--- config.mk ---
export PLATFORM = sky130hd
export DESIGN_NAME = mwo_warp
export DESIGN_NICKNAME = d
export VERILOG_FILES = /design/src/design/mwo_pkg.sv /design/src/design/mwo_warp.sv
export SDC_FILE = /design/constraint.sdc
export NUM_CORES = 2
export LEC_CHECK = 0
export BUFFER_PORTS_ARGS = -buffer_cell sky130_fd_sc_hd__buf_4
export CORE_ASPECT_RATIO = 2
export CORE_MARGIN = 10
export CORE_UTILIZATION = 45
export DETAILED_ROUTE_END_ITERATION = 10
export HOLD_SLACK_MARGIN = 0.15
export PLACE_DENSITY = 0.59
export SYNTH_ARGS = -nofsm -noshare
export SYNTH_HDL_FRONTEND = slang
export SYNTH_SLANG_ARGS = --single-unit
--- constraint.sdc ---
create_clock -name clk -period 3.95 [get_ports clk]
set_clock_uncertainty 0.15 [all_clocks]
set_input_delay 0.1975 -clock clk [delete_from_list [all_inputs] [get_ports clk]]
set_output_delay 0.1975 -clock clk [all_outputs]
set_load 0.03 [all_outputs]
--- src/design/mwo_pkg.sv ---
// ----------------------------------------------------------------------------
// mwo_pkg
// Shared types and constants of the morphing waveshaper oscillator.
// ----------------------------------------------------------------------------
`timescale 1ns / 1ps

package mwo_pkg;

	// Register indexes of the configuration port
	localparam logic CFG_MORPH    = 1'b0;
	localparam logic CFG_EXPONENT = 1'b1;

	localparam logic signed [15:0] MORPH_RESET    = 16'sd0;
	localparam logic [15:0]        EXPONENT_RESET = 16'd4096;

	// Pipeline depths of the iterative parts
	localparam int DIV_STAGES = 31;
	localparam int SQ_STAGES  = 24;
	localparam int SIN_TERMS  = 4;
	localparam int EXP_TERMS  = 8;

	localparam logic [30:0] Q30_ONE = 31'h4000_0000;

	// sin(pi/2*x) polynomial coefficients, Q30
	localparam logic [30:0] SIN_COEF [5] = '{
		31'd1686629713, 31'd693598668, 31'd85569306, 31'd5026995, 31'd172272
	};

	// 2^f Taylor coefficients, Q30
	localparam logic [30:0] EXP_COEF [8] = '{
		31'd744261118, 31'd257941248, 31'd59597083, 31'd10327387,
		31'd1431680, 31'd165394, 31'd16377, 31'd1419
	};

	// Warp segment of a phase
	typedef enum logic [1:0] {
		SEG_LOW  = 2'd0,
		SEG_MID  = 2'd1,
		SEG_HIGH = 2'd2
	} seg_t;

	// Warp result handed to the waveform stages
	typedef struct packed {
		logic [30:0] quot;
		seg_t        seg;
	} warp_t;

	// Blend magnitude handed to the power stages
	typedef struct packed {
		logic [30:0] mag;
		logic        neg;
	} mag_t;

endpackage

--- src/design/mwo_warp.sv ---
// ----------------------------------------------------------------------------
// mwo_warp
// Piecewise phase warp: segment select and a pipelined restoring divider,
// one quotient bit per stage.
// ----------------------------------------------------------------------------
`timescale 1ns / 1ps

module mwo_warp import mwo_pkg::*; #(
	parameter int PHASE_BITS = 24
) (
	input  logic                  clk,
	input  logic                  arst_n,
	input  logic                  en,
	input  logic                  in_valid,
	input  logic [PHASE_BITS-1:0] phase,
	input  logic [15:0]           div_a,
	input  logic [15:0]           div_b,
	output logic                  out_valid,
	output warp_t                 out_warp
);

	localparam int U_SHIFT = 32 - PHASE_BITS;

	logic [31:0] u;
	logic [32:0] seg13;
	logic [32:0] bound;
	logic [32:0] num_x;
	logic [47:0] num;
	logic [15:0] div_d;
	seg_t        seg_d;

	logic        v_s    [DIV_STAGES+1];
	logic [15:0] rem_s  [DIV_STAGES+1];
	logic [30:0] low_s  [DIV_STAGES+1];
	logic [15:0] dvs_s  [DIV_STAGES+1];
	seg_t        seg_s  [DIV_STAGES+1];

	// Pick the segment and form the numerator
	always_comb begin
		u     = 32'(phase) << U_SHIFT;
		seg13 = {2'b0, div_a, 15'd0};
		bound = seg13 + {1'b0, div_b, 16'd0};
		if ({1'b0, u} < seg13) begin
			seg_d = SEG_LOW;
			num_x = {1'b0, u};
			div_d = div_a;
		end else if ({1'b0, u} < bound) begin
			seg_d = SEG_MID;
			num_x = {1'b0, u} - seg13;
			div_d = div_b;
		end else begin
			seg_d = SEG_HIGH;
			num_x = 33'h1_0000_0000 - {1'b0, u};
			div_d = div_a;
		end
		num = {num_x[32:0], 15'd0};
	end

	always_ff @(posedge clk or negedge arst_n) begin
		if (!arst_n) begin
			v_s[0] <= 1'b0;
		end else if (en) begin
			v_s[0] <= in_valid;
		end
	end

	always_ff @(posedge clk) begin
		if (en) begin
			rem_s[0] <= num[46:31];
			low_s[0] <= num[30:0];
			dvs_s[0] <= div_d;
			seg_s[0] <= seg_d;
		end
	end

	// Divider stages: shift in one numerator bit, subtract when it fits
	for (genvar i = 1; i <= DIV_STAGES; i++) begin : g_div
		logic [16:0] rs;
		logic [16:0] diff;
		logic        ge;

		always_comb begin
			rs   = {rem_s[i-1], low_s[i-1][30]};
			diff = rs - {1'b0, dvs_s[i-1]};
			ge   = (rs >= {1'b0, dvs_s[i-1]});
		end

		always_ff @(posedge clk or negedge arst_n) begin
			if (!arst_n) begin
				v_s[i] <= 1'b0;
			end else if (en) begin
				v_s[i] <= v_s[i-1];
			end
		end

		always_ff @(posedge clk) begin
			if (en) begin
				rem_s[i] <= ge ? diff[15:0] : rs[15:0];
				low_s[i] <= {low_s[i-1][29:0], ge};
				dvs_s[i] <= dvs_s[i-1];
				seg_s[i] <= seg_s[i-1];
			end
		end
	end

	assign out_valid     = v_s[DIV_STAGES];
	assign out_warp.quot = low_s[DIV_STAGES];
	assign out_warp.seg  = seg_s[DIV_STAGES];

endmodule

==> impl_metrics.json <==
{
  "max_freq_ghz": 0.263,
  "synth_mux_area_share_pct": 4.85,
  "die_h_um": 616,
  "synthAdderAreaFrac_pct": 9.31,
  "crit_buf_inv": 1,
  "start_util_pct": 45.2,
  "cp_max_fo": 5,
  "cts_made_buffers": 155,
  "post_drt_wl_per_cell_um": 21.0,
  "drt_iter0_drc": 2519,
  "wl_um": 189000,
  "p_sw_mw": 24.9,
  "synth_flop_cell": "edfxtp_1",
  "finalHoldViolations": 0,
  "switching_share_pct": 35.1,
  "ctsLongestPathBuffers": 4,
  "yosysWarnings": 0,
  "port_buffers": 93,
  "outcome": "complete, no violations",
  "crit_type": "register to register",
  "clk_pin_slew_ps": 60,
  "maxSlewViolCount": 0,
  "clk_latency_ps": 820,
  "worstMarginPinSlew_ps": 1130,
  "synth_cell_type_count": 82,
  "synth-edff-count": 1588,
  "clock_power_share_pct": 20.1,
  "die-area_um2": 196000,
  "core_area_um2": 176000,
  "hp-start": "phase[23]",
  "chipWidth_um": 318,
  "syn_to_final_growth_pct": 13.4,
  "fin_cells": 9005,
  "period_needed_ps": 3810,
  "maxCapViolations": 0,
  "path_depth": 10,
  "ios": 94,
  "fin_util_pct": 51.3,
  "antenna_found_initial": 3,
  "cpMostUsedCell": "a21oi_1",
  "drive_gt1_share_pct": 13.3,
  "dp_hpwl_um": 145000,
  "root_buffer": "clkbuf_16",
  "ys_seq_area_share_pct": 60.7,
  "yosysTopAreaCell": "edfxtp_1",
  "synthTopCellsByArea": "edfxtp_1 60%, ha_1 8.5%, mux2_2 4.3%",
  "grt.overflow.total": 0,
  "r2r_cells": 10,
  "r2r-start": "rem_s[10][17]$_DFFE_PP_",
  "vias_per_cell": 5.39,
  "final-setup-viol-count": 0,
  "track_usage_pct": 18.9,
  "share_comb_of_total_power_pct": 41.9,
  "path_cells": "ha_1, nor2b_1, o31a_1, o211ai_1, a21oi_1, a2111oi_0, buf_4, a21oi_1, xor2_1, mux2_2",
  "synth.avg_cell_area_um2": 13.0,
  "netlist_area_um2": 79900,
  "synthArstFlopShare_pct": 1.98,
  "synth_top_area_share_pct": 59.7,
  "critPathMaxStageDelay_ps": 900,
  "hold_path.class": "input pin to register",
  "drtPass1Iterations": 5,
  "yosys.area_share.xor_xnor_pct": 3.88,
  "cts_tree": "done",
  "syn_inst": 6126,
  "fin_tns_setup_ps": 0,
  "synth_top_family_by_area": "compound AO/OA/AOI/OAI gates",
  "power_mw": 71.0,
  "vias": 48500,
  "cp_top_family": "compound AO/OA/AOI/OAI gates",
  "crit_end": "rem_s[11][14]$_DFFE_PP_",
  "yosys.area_share.simple_pct": 7.61,
  "grt_pass1_wl_um": 289000,
  "slew_headroom_pct": 24.2,
  "p_leak_nw": 36.1,
  "endpoint_kind": "register",
  "ir_drop_uv": 541,
  "grt_max_degree": 121,
  "cp_data_required_time_ps": 4340,
  "fin_nets": 7217,
  "post-route-period-util_pct": 96.4,
  "r2r_end": "rem_s[11][14]$_DFFE_PP_",
  "start_kind": "register",
  "gp_congestion": 0.875,
  "pwr-share-seq_pct": 38.0,
  "drc": 0,
  "detail-route-antenna-nets": 0,
  "r2r_setup_slack_ps": 140,
  "synth_fp_nets": 6761,
  "slowest_stage": "a2111oi_0",
  "synth-compound-area-share_pct": 9.85,
  "rows": 218,
  "powerDensity_nw_per_um2": 785,
  "clock-sinks": 1620,
  "crit_arrival_ps": 4200,
  "grt_pass1_vias": 51900,
  "cts_max_level": 4,
  "synth_most_common_cell": "edfxtp_1",
  "ys_ff_latch": 1620,
  "synth_common_cells": "1588 x edfxtp_1, 698 x inv_1, 543 x ha_1",
  "cp-startpoint": "rem_s[10][17]$_DFFE_PP_",
  "placed_cells": 8641,
  "p_int_mw": 46.1
}
[power by group through the flow]
stage	clock, mW	sequential, mW	combinational [mW]
2_1_floorplan	0	26.1	21.5
3_3_place_gp	0	27.3	29.3
3_5_place_dp	0	27.4	29.7
4_1_cts	14.7	27.0	30.0
5_1_grt	15.3	27.3	32.8
6_report	14.3	27.0	29.8
[worst min-delay path: stages]
cell and delay (ps):
dlygate4sd3_1 530, buf_4 160, mux2_2 160
[logic make-up after synthesis]
kind of cell	Yosys count
flip-flops	1620
multiplexers	348
AND/OR/NAND/NOR	1266
XOR/XNOR	354
adder cells (fa/ha/maj)	575
buffers and inverters	779
AO/OA/AOI/OAI	1184
[cells in the final DEF (no fill, tap or decap), drive strengths merged, types with 129 or more instances in the layout]
master,instances
a21o,145
a21oi,363
buf,287
clkbuf,188
edfxtp,1588
ha,543
inv,705
mux2,306
nand2,198
nand3,134
nor2,433
nor3,129
o21ai,215
xnor2,232
[per-layer routing]
metal	wire (um)	share of wire, %	vias up	track usage [%]
li1	-	-	23500	-
met1	57000	30	23700	15.2
met2	112000	59	835	39.8
met3	4550	2.4	527	2.15
met4	15900	8.4	0	14.1
met5	0	0	-	0
[per-stage QoR]
step | hold WS, ps | instance area [um2] | setup slack, ps
after global routing | 186 | 90500 | -1.62
after global placement | -6.51 | 84800 | -614
after CTS | 153 | 90500 | 13.7
after detailed placement | 3.06 | 84800 | -588
after floorplan | -248 | 79900 | 24.2
final | 187 | 90500 | 142
[worst min-delay path by stage]
| stage | endpoint | depth (start not counted) |
|---|---|---|
| 3_3_place_gp | out_valid$_DFFE_PN0P_ | 1 |
| 2_1_floorplan | out_valid$_DFFE_PN0P_ | 0 |
| 5_1_grt | rem_s[0][15]$_DFFE_PP_ | 3 |
| 4_1_cts | rem_s[0][15]$_DFFE_PP_ | 3 |
| 6_report | rem_s[0][15]$_DFFE_PP_ | 3 |
| 3_5_place_dp | v_s[31]$_DFFE_PN0P_ | 1 |
[timing repair]
| item | in CTS | in global routing |
|---|---|---|
| buffers inserted | 0 | 1 |
| hold buffers | 93 | 0 |
| hold endpoints to repair | 578 | 0 |
| endpoints found under the setup margin | 0 | 38 |
| gates resized for setup | 0 | 10 |
[state kept, by name (all words and copies together) (netlist names)]
name and cells:
out_valid 1, seg_s 64, low_s 532, dvs_s 496, v_s 31, rem_s 496
[cell type report]
cell class | count | area, um2
inverter | 699 | 2620
sequential | 1620 | 48500
tap | 2310 | 2890
multi-input combinational | 3727 | 28400
fill | 15000 | 85900
timing repair buffer | 379 | 3420
clock inverter | 81 | 591
antenna | 1 | 2.50
clock buffer | 188 | 4130
(Power assumes the default switching activity.)
